`src/rtl/ppt_pkg.sv`:
```
`timescale 1ns / 1ps
// shared types and constants of the pick-and-place torque profile
// no dependencies
package ppt_pkg;

  localparam int TIME_FRAC_BITS = 20;
  localparam int IN_W   = 24;
  localparam int TQ_W   = 25;
  localparam int U_W    = TIME_FRAC_BITS + 1;
  localparam int X_W    = 31;
  localparam int Q30    = 30;
  localparam int LOC_W  = 33;
  localparam int ADDR_W = 3;

  localparam int unsigned REG_WINDOW_LOW  = 0;
  localparam int unsigned REG_WINDOW_HIGH = 1;

  localparam logic [IN_W-1:0] WINDOW_LOW_RST  = 24'd311231;
  localparam logic [IN_W-1:0] WINDOW_HIGH_RST = 24'd311369;

  // polynomial factor 5255 + 13439u - 18694u^2
  localparam logic [45:0] FAC_C0 = 46'd5255 << Q30;
  localparam logic [14:0] FAC_C1 = 15'd13439;
  localparam logic [14:0] FAC_C2 = 15'd18694;

  // torque = round(f * K_NUM / 8e9), with 8e9 = 2^12 * DIV_D
  localparam logic [25:0] K_NUM    = 26'd47523465;
  localparam logic [31:0] K_HALF   = 32'd4000000000;
  localparam logic [20:0] DIV_D    = 21'd1953125;
  localparam logic [27:0] DIV_R    = 28'd144115188;
  localparam logic [27:0] TQ_MAXP  = 28'd16777215;
  localparam logic [27:0] TQ_MAXN  = 28'd16777216;

  typedef enum logic [1:0] {
    PH_NONE   = 2'd0,
    PH_PICK   = 2'd1,
    PH_PLACE  = 2'd2,
    PH_RETURN = 2'd3
  } phase_e;

  typedef struct packed {
    logic [U_W-1:0] u;
    logic           neg;
    phase_e         phase;
  } item_t;

  typedef struct packed {
    logic   neg;
    phase_e phase;
  } meta_t;

endpackage

```
`src/rtl/ppt_queue.sv`:
```
`timescale 1ns / 1ps
// two-entry queue between front end and arithmetic pipeline
// depends on ppt_pkg
module ppt_queue (
  input  logic           clk_i,
  input  logic           rst_ni,
  input  logic           push_valid_i,
  output logic           push_ready_o,
  input  ppt_pkg::item_t push_item_i,
  output logic           pop_valid_o,
  input  logic           pop_i,
  output ppt_pkg::item_t pop_item_o
);
  import ppt_pkg::*;

  item_t      mem_q [2];
  logic       wr_q, wr_d, rd_q, rd_d;
  logic [1:0] cnt_q, cnt_d;
  logic       do_push, do_pop;

  assign push_ready_o = (cnt_q != 2'd2);
  assign pop_valid_o  = (cnt_q != 2'd0);
  assign pop_item_o   = mem_q[rd_q];
  assign do_push = push_valid_i && push_ready_o;
  assign do_pop  = pop_i && pop_valid_o;

  always_comb begin
    wr_d  = do_push ? ~wr_q : wr_q;
    rd_d  = do_pop ? ~rd_q : rd_q;
    cnt_d = cnt_q + 2'(do_push) - 2'(do_pop);
  end

  always_ff @(posedge clk_i or negedge rst_ni) begin
    if (!rst_ni) begin
      wr_q  <= 1'b0;
      rd_q  <= 1'b0;
      cnt_q <= 2'd0;
    end else begin
      wr_q  <= wr_d;
      rd_q  <= rd_d;
      cnt_q <= cnt_d;
    end
  end

  always_ff @(posedge clk_i) begin
    if (do_push) begin
      mem_q[wr_q] <= push_item_i;
    end
  end

endmodule

```
`config.mk`:
```
export PLATFORM = sky130hd
export DESIGN_NAME = ppt_queue
export DESIGN_NICKNAME = d
export VERILOG_FILES = /design/src/rtl/ppt_pkg.sv /design/src/rtl/ppt_queue.sv
export SDC_FILE = /design/constraint.sdc
export NUM_CORES = 1
export LEC_CHECK = 0
export BUFFER_PORTS_ARGS = -buffer_cell sky130_fd_sc_hd__buf_2
export CAP_MARGIN = 20
export CORE_MARGIN = 8
export CORE_UTILIZATION = 41
export CTS_CLUSTER_SIZE = 8
export DETAILED_ROUTE_END_ITERATION = 10
export PLACE_DENSITY = 0.65
export RECOVER_POWER = 100
export SLEW_MARGIN = 10
export SYNTH_ARGS = -nofsm -noshare
export SYNTH_HDL_FRONTEND = slang
export SYNTH_SLANG_ARGS = --single-unit
```
`constraint.sdc`:
```
create_clock -name clk_i -period 2.7 [get_ports clk_i]
set_input_delay 0.405 -clock clk_i [delete_from_list [all_inputs] [get_ports clk_i]]
set_output_delay 0.405 -clock clk_i [all_outputs]
set_load 0.05 [all_outputs]
```
; ---- Yosys cells after proc, flatten, opt, wreduce, memory -nomap -nowiden
; Memories as Yosys holds them, arrays and structs flattened.
; Index checks and enable logic that the tools add are counted.
[classes]
n_eq_ne = 1
reduce_logical = 3
n_addsub = 2
n_mux = 2
n_bitwise = 2
[ops]
columns = operator, count
row1 = $add 2x1->2, 1
row2 = $logic_and 1x1->1, 2
row3 = $mux 1, 2
row4 = $ne 2x2->1 const B, 1
row5 = $not 1->1, 2
row6 = $reduce_bool 2->1, 1
row7 = $sub 2x1->2, 1
[totals]
inputBits = 28
output_inout_bits = 26
reg_bits = 4
ramBits = 48
memories = 1
[mem_list]
columns = name, words, word_bits, rd, rd_clocked_by_memory_dff, write_ports, line_no
row1 = mem_q, 2, 24, 1, 0, 1, ppt_queue.sv:16  ; item_t mem_q [2];

; ---- Logic depth before layout (Yosys ltp)
[logic_depth]
depth_word = 4
ltp_mapped = 7

; ---- Least setup slack after synthesis
; No wires, ideal clock.
[synth_timing]
kind = flip-flop to flip-flop
from = reg cnt_q[0]
to = mem mem_q[0][0] (netlist name), enable pin
setup_ps = 405
slack_ps = 247
arrival_ps = 2048
required_time_ps = 2295
stages_incl_launch_ff = 4
cell_sequence = dfrtp_1 > nand2b_1 > nand2_1 > nor2_1
[synth_via]
elab_chain_len = 4
[synth_rtl]
columns = element, line_no
row1 = start: declaration, ppt_queue.sv:18  ; logic [1:0] cnt_q, cnt_d;
row2 = start signal: assignment, ppt_queue.sv:41  ; cnt_q <= cnt_d;
row3 = $ne 2x2->1, ppt_queue.sv:21  ; assign push_ready_o = (cnt_q != 2'd2);
row4 = named net push_ready_o, ppt_queue.sv:8  ; output logic push_ready_o,
row5 = $logic_and 1x1->1, ppt_queue.sv:24  ; assign do_push = push_valid_i && push_ready_o;
row6 = $mux 1, ppt_queue.sv:46  ; if (do_push) begin
row7 = $mux 1 (implied by the code), ppt_queue.sv:47  ; mem_q[wr_q] <= push_item_i;
row8 = end: declaration, ppt_queue.sv:16
; The timed path passes the listed nets, and every way through them passes these cells.

==> summary.md <==
| Metric | Value |
|---|---|
| Status | finished clean |
| TritonRoute pass-1 iters | 4 |
| Gr busiest metal | met2 |
| Clock Latency Late Sink | slightly below 0.3 ns |
| WP data arrival | 1.88 ns |
| Routing usage on met3 | 6.08% |
| Met1 Use GR | 10.7% |
| Share of cells above drive strength 1 | 29.2% |
| R2r startpoint | cnt_q[1] |
| Initial antenna violation count | 0 |
| Total global routing overflow | 0 |
| I/O Buffers | 53 |
| Die Wd | 84.9 um |
| Max Cap Viol | 0 |
| Final Routed Wirelength | 3540 um |
| Global-route wire length before repair | between 5000 and 6000 um |
| Period utilisation layout | 84.8% |
| Clock buffer depth | 2 |
| Simple-Gate Fraction of Synth Area | 1.80% |
| Final-report hold violation count | 0 |
| WS Path Type | reg -> out |
| Resized cells post-CTS | 0 |
| Slew margin rel. | 39.1% |
| Mean number of vias per cell | 4.76 |
| 1st-iter DRT viols | 67 |
| Final HPWL DP | 2560 um |
| Synth Area in Compound Gates | 0% |
| Routed Antenna Nets | 0 |
| Reg clk slew, reported paths | 0.09 ns |
| #FFs+latches synth | 52 |
| Maximum vdd ir drop | 0.000675 V |
| Reg2reg path depth | 4 |
| CORE AREA | 4660 um2 |
| Post-Synth Adder-Cell Area | under 10% |
| Synth area leader | edfxtp_1 |
| Detailed-route via count | 990 |
| CTS Sinks | 52 |
| Fin nets | 183 |
| Mapped cell area | between 1500 and 2000 um2 |
| CTS root buf | clkbuf_8 |
| Placement Cell Area | 2270 um2 |
| Final setup TNS | 0 ns |
| Cells after synthesis | 92 |
| R2r endpoint | mem_q[0][2] |
| Row count | 25 |
| Top-Level Pins | 54 |
| # setup viols final | 0 |
| Power per cell area | 1250 nW/um2 |
| Crit Path Max Fanout | 17 |
| Setup Skew | 0.00794 ns |
| Hold crit path type | in -> reg |
| Post-CTS setup buffers | 0 |
| Worst hold start | push_item_i[23] |
| GPL Wtd Cong | 0.657 |
| Nature of the critical path startpoint | flop |
| GRT Util Overall | slightly above 10% |
| Worst slew pin tran | approximately 0.91 ns |
| Largest net degree at the start of global routing | 18 |
| Crit path time final | 2.29 ns |
| Mux contribution to synthesized area | 14.1% |
| Chip Height | 84.9 um |
| Vias in the first global route | 1127 |
| Max Clk Rate | approximately 440 MHz |
| Worst slack, placed | 0.804 ns |
| Final worst-path setup slack | 0.410 ns |
| Synth cell types | 15 |
| Seq/Total Area, Yosys | around 79% |
| Fillcell total | 431 |
| Worst Hold Path Cells | 1 |
| CTS tree | yes |
| Hold endpoint | mem_q[0][23] |
| Top post-synthesis cells by area | edfxtp_1, mux2_2, dfrtp_1 |
| Syn Area/Cell | 21.2 um2 |
| Area grow syn2layout | 18.3% |
| Yosys top cell area share | between 70% and 80% |
| RSZ-0062 raised after global routing | false |
| LEAKAGE | just under 0.0008 uW |
| Remaining DRCs | 0 |
| Largest family of logic cells by synthesized area | multiplexers |
| Synthesized Nets | 122 |
| Storage element area | ~1500 um2 |
| Die Area | ~7200 um2 |
| XOR/XNOR Fraction of Synth Area | between 1.5 and 2% |
| Starting Density | 41.8% |
| Antenna cells | 0 |
| Final Cell Area | 2300 um2 |
| Num CTS Buffers | 5 |
| Critical Path RT | 2.30 ns |
| Flop2flop setup slack | around 0.6 ns |
| Multi-input logic area | ~370 um2 |
| Slew Limit Fails | 0 |
| Yosys warns | 0 |
| Cts hold-fix bufs | 1 |
| Grt met2 use | around 17% |
| CP Capture Type | output pin |
| Avg WL per Cell | between 15 and 20 um |
| H-tree depth | 2 |
cell families after synthesis:
| group | count (synthesis) |
|---|---|
| AND/OR/NAND/NOR | 6 |
| XOR/XNOR | 4 |
| multiplexers | 24 |
| flip-flops | 52 |
| buffers and inverters | 4 |
| adder cells (fa/ha/maj) | 2 |
cells in the final DEF, fill, tap and decap left out, types with 2 or more instances in the layout:
cell / count
buf_2: 13
xnor2_1: 3
clkbuf_8: 5
edfxtp_1: 48
clkbuf_1: 42
ha_1: 2
mux2_2: 23
dfrtp_1: 4
Yosys cell counts:
master / instances
nand2_1: 1
and3_1: 1
ha_1: 2
edfxtp_1: 48
dfrtp_1: 4
inv_1: 1
buf_6: 3
and2_4: 1
xnor2_1: 3
mux2_4: 1
nor2_1: 1
mux2_2: 23
xor2_1: 1
nand2b_1: 1
or2_1: 1
state kept, by name (all words and copies together) (netlist names):
| register | flops |
|---|---|
| cnt_q | 2 |
| mem_q | 48 |
| rd_q | 1 |
| wr_q | 1 |
per-layer routing:
layer,part of all wire (%),vias up,wire length (um)
li1,-,470,-
met1,41,473,1450
met2,48,40,1710
met3,9.4,7,331
met4,1.3,0,46
met5,0,-,0
area by class of cell:
cell class              instances  share of cell area (%)
clock inverters                 2                   0.489
flip-flops and latches         52                    66.9
repair buffers                 57                    10.5
multi-input cells              36                    15.9
inverters                       1                   0.163
well taps                      54                    2.93
clock buffers                   6                    3.15
report_power, final:
group	internal [uW]	total (uW)	leakage [uW]	switching, uW
Clock	180	411	0.0000388	231
Sequential	1110	1180	0.000492	75.1
Combinational	321	1270	0.000259	953
Total	1610	2870	0.000790	1260
worst max path at each step:
stage | start | endpoint | slack, ns | depth (start not counted)
floorplan | cnt_q[0] | mem_q[0][0] | 0.25 | 3
global placement | rd_q | pop_item_o[15] | 0.84 | 3
detailed placement | rd_q | pop_item_o[15] | 0.80 | 3
CTS | rd_q | pop_item_o[15] | 0.46 | 3
global route | rd_q | pop_item_o[15] | 0.30 | 3
finish | rd_q | pop_item_o[15] | 0.41 | 3
stage by stage:
stage	hold slack, ns	instances	utilization (%)	total power (uW)
finish	0.292	208	49.4	2870
global route	0.272	208	49.4	3020
CTS	0.284	208	50.8	2980
detailed placement	0.223	199	48.8	2560
global placement	0.221	199	48.8	2530
floorplan	0.109	92	-	2290
worst max-delay path, stage by stage (launching register included):
cell	delay, ns
dfrtp_1	0.56
buf_4	0.33
mux2_2	0.22
clkbuf_1	0.48
Note: power is estimated with default switching activity, not from simulation.
