$ cat src/rtl/ppt_pkg.sv
`timescale 1ns / 1ps
// shared types and constants of the pick-and-place torque profile
// no dependencies
package ppt_pkg;

  localparam int TIME_FRAC_BITS = 20;
  localparam int IN_W   = 24;
  localparam int TQ_W   = 25;
  localparam int U_W    = TIME_FRAC_BITS + 1;
  localparam int X_W    = 31;
  localparam int Q30    = 30;
  localparam int LOC_W  = 33;
  localparam int ADDR_W = 3;

  localparam int unsigned REG_WINDOW_LOW  = 0;
  localparam int unsigned REG_WINDOW_HIGH = 1;

  localparam logic [IN_W-1:0] WINDOW_LOW_RST  = 24'd311231;
  localparam logic [IN_W-1:0] WINDOW_HIGH_RST = 24'd311369;

  // polynomial factor 5255 + 13439u - 18694u^2
  localparam logic [45:0] FAC_C0 = 46'd5255 << Q30;
  localparam logic [14:0] FAC_C1 = 15'd13439;
  localparam logic [14:0] FAC_C2 = 15'd18694;

  // torque = round(f * K_NUM / 8e9), with 8e9 = 2^12 * DIV_D
  localparam logic [25:0] K_NUM    = 26'd47523465;
  localparam logic [31:0] K_HALF   = 32'd4000000000;
  localparam logic [20:0] DIV_D    = 21'd1953125;
  localparam logic [27:0] DIV_R    = 28'd144115188;
  localparam logic [27:0] TQ_MAXP  = 28'd16777215;
  localparam logic [27:0] TQ_MAXN  = 28'd16777216;

  typedef enum logic [1:0] {
    PH_NONE   = 2'd0,
    PH_PICK   = 2'd1,
    PH_PLACE  = 2'd2,
    PH_RETURN = 2'd3
  } phase_e;

  typedef struct packed {
    logic [U_W-1:0] u;
    logic           neg;
    phase_e         phase;
  } item_t;

  typedef struct packed {
    logic   neg;
    phase_e phase;
  } meta_t;

endpackage

$ cat src/rtl/ppt_front.sv
`timescale 1ns / 1ps
// front end: takes input transfers, tests detection, picks phase and local time
// depends on ppt_pkg
module ppt_front (
  input  logic                     clk_i,
  input  logic                     rst_ni,
  input  logic                     s_axis_tvalid,
  output logic                     s_axis_tready,
  // [23:0] time_now, [47:24] object_distance, [71:48] goal_distance
  input  logic [71:0]              s_axis_tdata,
  input  logic [ppt_pkg::IN_W-1:0] window_low_i,
  input  logic [ppt_pkg::IN_W-1:0] window_high_i,
  output logic                     push_valid_o,
  input  logic                     push_ready_i,
  output ppt_pkg::item_t           push_item_o
);
  import ppt_pkg::*;

  localparam logic [LOC_W-1:0] T1 = LOC_W'(1) << TIME_FRAC_BITS;

  logic [IN_W-1:0]  t, od, gd;
  logic             od_det, gd_det;
  logic [LOC_W-1:0] t_w, loc;
  logic [1:0]       seg;
  logic [TIME_FRAC_BITS-1:0] frac;
  logic [U_W-1:0]   u_rev;
  item_t            cls;
  item_t            item_q;
  logic             fv_q, fv_d;

  assign t  = s_axis_tdata[23:0];
  assign od = s_axis_tdata[47:24];
  assign gd = s_axis_tdata[71:48];
  assign od_det = (od > window_low_i) && (od < window_high_i);
  assign gd_det = (gd > window_low_i) && (gd < window_high_i);
  assign t_w = LOC_W'(t);

  always_comb begin
    cls.phase = PH_NONE;
    loc = '0;
    if (t_w < 2 * T1 && od_det) begin
      cls.phase = PH_PICK;
      loc = t_w;
    end else if (t_w >= 2 * T1 && t_w < 6 * T1 && gd_det) begin
      cls.phase = PH_PLACE;
      loc = t_w - 2 * T1;
    end else if (t_w >= 6 * T1 && t_w < 8 * T1) begin
      cls.phase = PH_RETURN;
      loc = t_w - 6 * T1;
    end
    seg  = 2'(loc >> TIME_FRAC_BITS);
    frac = loc[TIME_FRAC_BITS-1:0];
    u_rev = U_W'(T1) - U_W'(frac);
    cls.u = seg[0] ? u_rev : U_W'(frac);
    case (cls.phase)
      PH_PICK, PH_RETURN: cls.neg = ~seg[0];
      PH_PLACE:           cls.neg = seg[0];
      default:            cls.neg = 1'b0;
    endcase
  end

  assign s_axis_tready = ~fv_q | push_ready_i;

  always_comb begin
    fv_d = fv_q;
    if (s_axis_tvalid && s_axis_tready) begin
      fv_d = 1'b1;
    end else if (push_ready_i) begin
      fv_d = 1'b0;
    end
  end

  always_ff @(posedge clk_i or negedge rst_ni) begin
    if (!rst_ni) begin
      fv_q <= 1'b0;
    end else begin
      fv_q <= fv_d;
    end
  end

  always_ff @(posedge clk_i) begin
    if (s_axis_tvalid && s_axis_tready) begin
      item_q <= cls;
    end
  end

  assign push_valid_o = fv_q;
  assign push_item_o  = item_q;

endmodule

$ cat config.mk
export PLATFORM = sky130hd
export DESIGN_NAME = ppt_front
export DESIGN_NICKNAME = d
export VERILOG_FILES = /design/src/rtl/ppt_pkg.sv /design/src/rtl/ppt_front.sv
export SDC_FILE = /design/constraint.sdc
export NUM_CORES = 1
export LEC_CHECK = 0
export ABC_AREA = 1
export ABC_CLOCK_PERIOD_IN_PS = 6100
export BUFFER_PORTS_ARGS = -buffer_cell sky130_fd_sc_hd__clkbuf_2
export CAP_MARGIN = 20
export CORE_UTILIZATION = 40
export CTS_CLUSTER_SIZE = 16
export DETAILED_ROUTE_END_ITERATION = 8
export PLACE_DENSITY = 0.68
export SLEW_MARGIN = 15
export SYNTH_ARGS = -nofsm -noshare
export SYNTH_HDL_FRONTEND = slang
export SYNTH_SLANG_ARGS = --single-unit
$ cat constraint.sdc
create_clock -name clk_i -period 6.1 [get_ports clk_i]
set_input_delay 1.22 -clock clk_i [delete_from_list [all_inputs] [get_ports clk_i]]
set_output_delay 1.22 -clock clk_i [all_outputs]
set_load 0.02 [all_outputs]
### Word level (Yosys, flattened, before mapping)

Index checks and enable logic that the tools add are counted.

| cells by class | value |
|---|---|
| $add $sub $neg | 3 |
| multipliers | 0 |
| div/mod/pow operators | 0 |
| order comparisons | 9 |
| eq/ne operators | 3 |
| shift-type cells | 0 |
| multiplexer cells | 10 |
| bitwise gates (word level) | 3 |
| reduce and logical (&&, ||, !) cells | 9 |

Operator list:

| cell | count |
|---|---|
| 2-to-1 mux 21 bit | 3 |
| greater-than comparator 24 bit | 2 |
| less-than comparator 24 bit | 2 |
| subtractor 21 x 1 -> 21 bit, second input constant | 2 |
| greater-or-equal comparator 24 x 22 -> 1 bit, second input constant | 1 |
| greater-or-equal comparator 24 x 23 -> 1 bit, second input constant | 1 |
| less-than comparator 24 x 22 -> 1 bit, second input constant | 1 |
| less-than comparator 24 x 23 -> 1 bit, second input constant | 1 |
| less-than comparator 24 bit, second input constant | 1 |
| subtractor 21 x 20 -> 21 bit, first input constant | 1 |
| 2-to-1 mux 20 bit | 1 |
| logical AND 1 bit | 7 |
| 2-to-1 mux 2 bit | 3 |
| equality test 2 bit, second input constant | 2 |
| equality test 2 x 1 -> 1 bit, second input constant | 1 |
| 2-to-1 mux 1 bit | 2 |
| NOT 1 bit | 2 |
| one-hot mux 1 bit (2 select lines) | 1 |
| nonzero test 2 bit | 1 |
| OR reduction 2 bit | 1 |
| bitwise OR 1 bit | 1 |

| word-level totals | value |
|---|---|
| flip-flop bits (word level) | 25 |
| latch bits | 0 |
| memory bits (writable) | 0 |
| bits in read-only memories | 0 |
| input port bits | 124 |
| output and inout bits | 26 |
| memories kept | 0 |

### Longest topological paths before layout

| depth | value |
|---|---|
| depth in word-level cells | 8 |
| depth in mapped cells | 25 |
| mapped depth without buffers | 23 |

### Least setup slack after synthesis

OpenSTA, ideal clock, no wires.

| path | value |
|---|---|
| path type | in2reg |
| from | in window_low_i[15] in the netlist's numbering |
| to | reg item_q, in the netlist push_item_o[17] (data pin) |
| library setup time | 0.252 ns |
| arrival time | 3.479 ns |
| data required time | 5.848 ns |
| path slack | 2.369 ns |
| stages | 22 |
| cell sequence | inv_1 -> ha_1 -> nand2_1 -> nor2_1 -> and2_1 -> nand2_1 -> or2_0 -> nand2_1 -> nor2_2 -> nand2_4 -> nand3_4 -> buf_4 -> buf_4 -> nand2_1 -> ha_1 -> nand2_1 -> nor2_2 -> nand3_1 -> nand2_1 -> nand2_1 -> nand2_1 -> nand2_1 |

RTL lines:

| what | line | source |
|---|---|---|
| start: declaration | ppt_front.sv:11 | `input logic [ppt_pkg::IN_W-1:0] window_low_i,` |
| end signal: assignment | ppt_front.sv:83 | `item_q <= cls;` |
| end: declaration | ppt_front.sv:28 | `item_t item_q;` |

==> results.cfg <==
[outcome]
outcome = finished, final reports clean

[floorplan]
coreArea_mm2 = 0.00928
io_pins = 150
initial_core_util_pct = 41.5
die_h_um = 100
fp-row-count = 35
dieArea_mm2 = 0.0100
fp.dieW_um = 100

[power]
intPower_uw = 370
vdd_drop_max_mv = 0.0792
power.density_mw_per_mm2 = 126
power_switching_uw = 232
power_frac_comb_pct = 48.6
p_seq_share_pct = 34.7
clkPwrFrac_pct = 16.8
p_leak_nw = 2.84
netSwitchingFraction_pct = 38.5
finalPower_uw = 601

[job]
cap_violations = 0

[min_path]
hp-class = reg -> reg

[sta]
rsz0062_at_grt = no
fin_hold_ws_ns = 0.559
fin_crit_sh_pct = 62.7
setup_tns_ns = 0
slew_headroom_pct = 68.1
final_hold_viol_count = 0
worst_slew_pin_slew_ns = 0.473
fin_skew_ns = 0.00316
finalMaxSlewViolations = 0
fmax_ghz = 0.261
setup_viol_count_final = 0
fin_crit_ns = 3.83

[drt]
routed_wl_um = 9760
num_vias = 3968
routedWlPerCell_um = 11.8
ant_nets = 0
drc = 0
via_per_inst = 4.80
drt_iter0_markers = 85
first_pass_iters = 4

[worst_setup_path]
critPathLaunchType = input port
path_common_cell = nand2_1
path_cells = clkbuf_2, inv_1, ha_1, nand2_1, inv_1, nand3_1, nor2_1, nand2_1, or2_0, nand2_1, nor2_2, nand2_4, nand3_4, nand2_1, ha_1, nand2_1, nor2_2, nand3_1, nand2_1, nand2_1, nand2_1, nand2_1
path_buf_inv = 3
crit_type = in -> reg
required_ns = 6.13
max_stage_delay_ns = 0.30
cp_max_fo = 36
cp.arrival_ns = 3.86
crit_slowest_cell = nand3_4
crit_family = simple AND/OR/NAND/NOR gates
setup.worst_path.end_class = flop

[logic_synthesis]
synth_seq_cells = 25
synthCells = 547
yosysMostFrequentCell = nand2_1
synth.top_cells.by_count = 157 x nand2_1, 95 x ha_1, 91 x inv_1
synthesis.area_mm2 = 0.00385
synthSimpleGateAreaFrac_pct = 26.0
synth_top_family_by_area = adder cells
async_reset_ff_share_pct = 4.00
synth_xor_area_share_pct = 0.455
synth_fa_ha_area_share_pct = 30.9
synth_enable_flop_cells = 24
synth_cell_types = 34
synth_top_area_share_pct = 30.9
yosys_warnings = 0
synth_compound_area_share_pct = 13.5
synth_nets = 766
synth.area.top_cells = ha_1 31%, edfxtp_1 19%, nand2_1 15%, inv_1 8.9%, a21oi_1 5.7%
yosysSeqAreaShare_pct = 19.4
yosysTopAreaCell = ha_1
synth_ff_type = edfxtp_1
synth_area_per_cell_um2 = 7.04
synth.area.mux_share_pct = 0

[layout]
seqCellArea_um2 = 746
drive_above_1_share_pct = 23.8
fill_cells = 963
multi_input_area_mm2 = 0.00273
syn2layout_area_growth_pct = 24.1
fin_nets = 917
diodes = 0

[clocking]
cts_buffers = 3
post_cts_resized = 0
root_buffer = clkbuf_8
htree_levels = 1
cts_hold_buf = 0
cts_setup_buffers = 0
cts_tree = yes
cts_sinks = 25
clockBufferDepth = 2
clk_latency_ns = 0.27
cts.clk_slew.worst_paths_ns = 0.09

[place]
gp_congestion = 0.860
portBuffers = 149
dp_hpwl_um = 8800

[global_route]
grt_usage_pct = 19.8
grt_remaining_overflow = 0
antenna_found_initial = 0
grt_pass1_vias = 3863
grt_pass1_wl_um = 16100
grt_max_degree = 37
[worst register-to-register path, cell delays in order (launching register included)]
cell and delay, ns:
dfrtp_1 0.41, a21oi_2 0.14, buf_4 0.31
[final cells by class]
cell class / count / share of cell area (%)
sequential: 25 / 15.6
clock buffer: 4 / 0.942
timing repair buffer: 150 / 15.8
tap: 129 / 3.38
inverter: 92 / 7.23
multi-input combinational: 426 / 57.1
[power by group through the flow]
stage	clock, mW	combinational, mW	sequential [mW]
finish	0.101	0.292	0.209
global route	0.110	0.337	0.210
CTS	0.102	0.294	0.209
detailed placement	0	0.292	0.213
global placement	0	0.285	0.213
floorplan	0	0.170	0.229
[per-layer routing]
layer	share of wire (%)	wire [um]	track usage (%)	vias to the layer above
met4	0.42	41	3.23	0
met3	5.2	507	2.02	4
met1	47	4550	25.2	1726
li1	-	-	-	2124
met5	0	0	0	-
met2	48	4670	36.4	114
[worst paths after layout]
check | startpoint | slack [ns] | to | cells past startpoint
setup / recovery | window_low_i[19] | 2.27 | push_item_o[17]$_DFFE_PP_ | 22
hold / removal | push_valid_o$_DFFE_PN0P_ | 0.56 | push_valid_o$_DFFE_PN0P_ | 2
setup reg to reg | push_valid_o$_DFFE_PN0P_ | 4.91 | push_item_o[23]$_SDFFCE_PN0P_ | 2
hold reg to reg | push_valid_o$_DFFE_PN0P_ | 0.56 | push_valid_o$_DFFE_PN0P_ | 2
max in group asynchronous | rst_ni | 5.32 | push_valid_o$_DFFE_PN0P_ | 1
min in group asynchronous | rst_ni | 0.70 | push_valid_o$_DFFE_PN0P_ | 1
[cell families after synthesis]
group           Yosys count
fa+ha+maj                95
flops                    25
xor+xnor                  2
simple gates            238
compound gates           91
buf+inv                  96
[registers in the layout, indices dropped and copies added, names as in the netlist]
signal and flops:
push_valid_o 1, push_item_o 24
[stage by stage]
stage | util (%) | worst slack, ns | cell area, um2 | cells
after floorplan | - | 2.37 | 3850 | 547
after global placement | 51.0 | 2.03 | 4730 | 822
after detailed placement | 51.0 | 1.95 | 4730 | 822
after CTS | 51.5 | 2.23 | 4780 | 826
after global routing | 51.5 | 1.89 | 4780 | 826
final | 51.5 | 2.27 | 4780 | 826
[layout by cell type (no fill, tap or decap), types with 4 or more instances in the layout]
master / Yosys / layout
clkbuf_2: 0 / 149
nor2_1: 33 / 33
ha_1: 95 / 95
a21oi_1: 44 / 43
edfxtp_1: 24 / 24
nand3_1: 28 / 28
o21ai_1: 4 / 4
inv_1: 91 / 91
o21a_1: 4 / 4
o21ai_0: 25 / 25
nand4_1: 7 / 7
nand2_1: 157 / 157
Power figures use the tool's default switching activity.
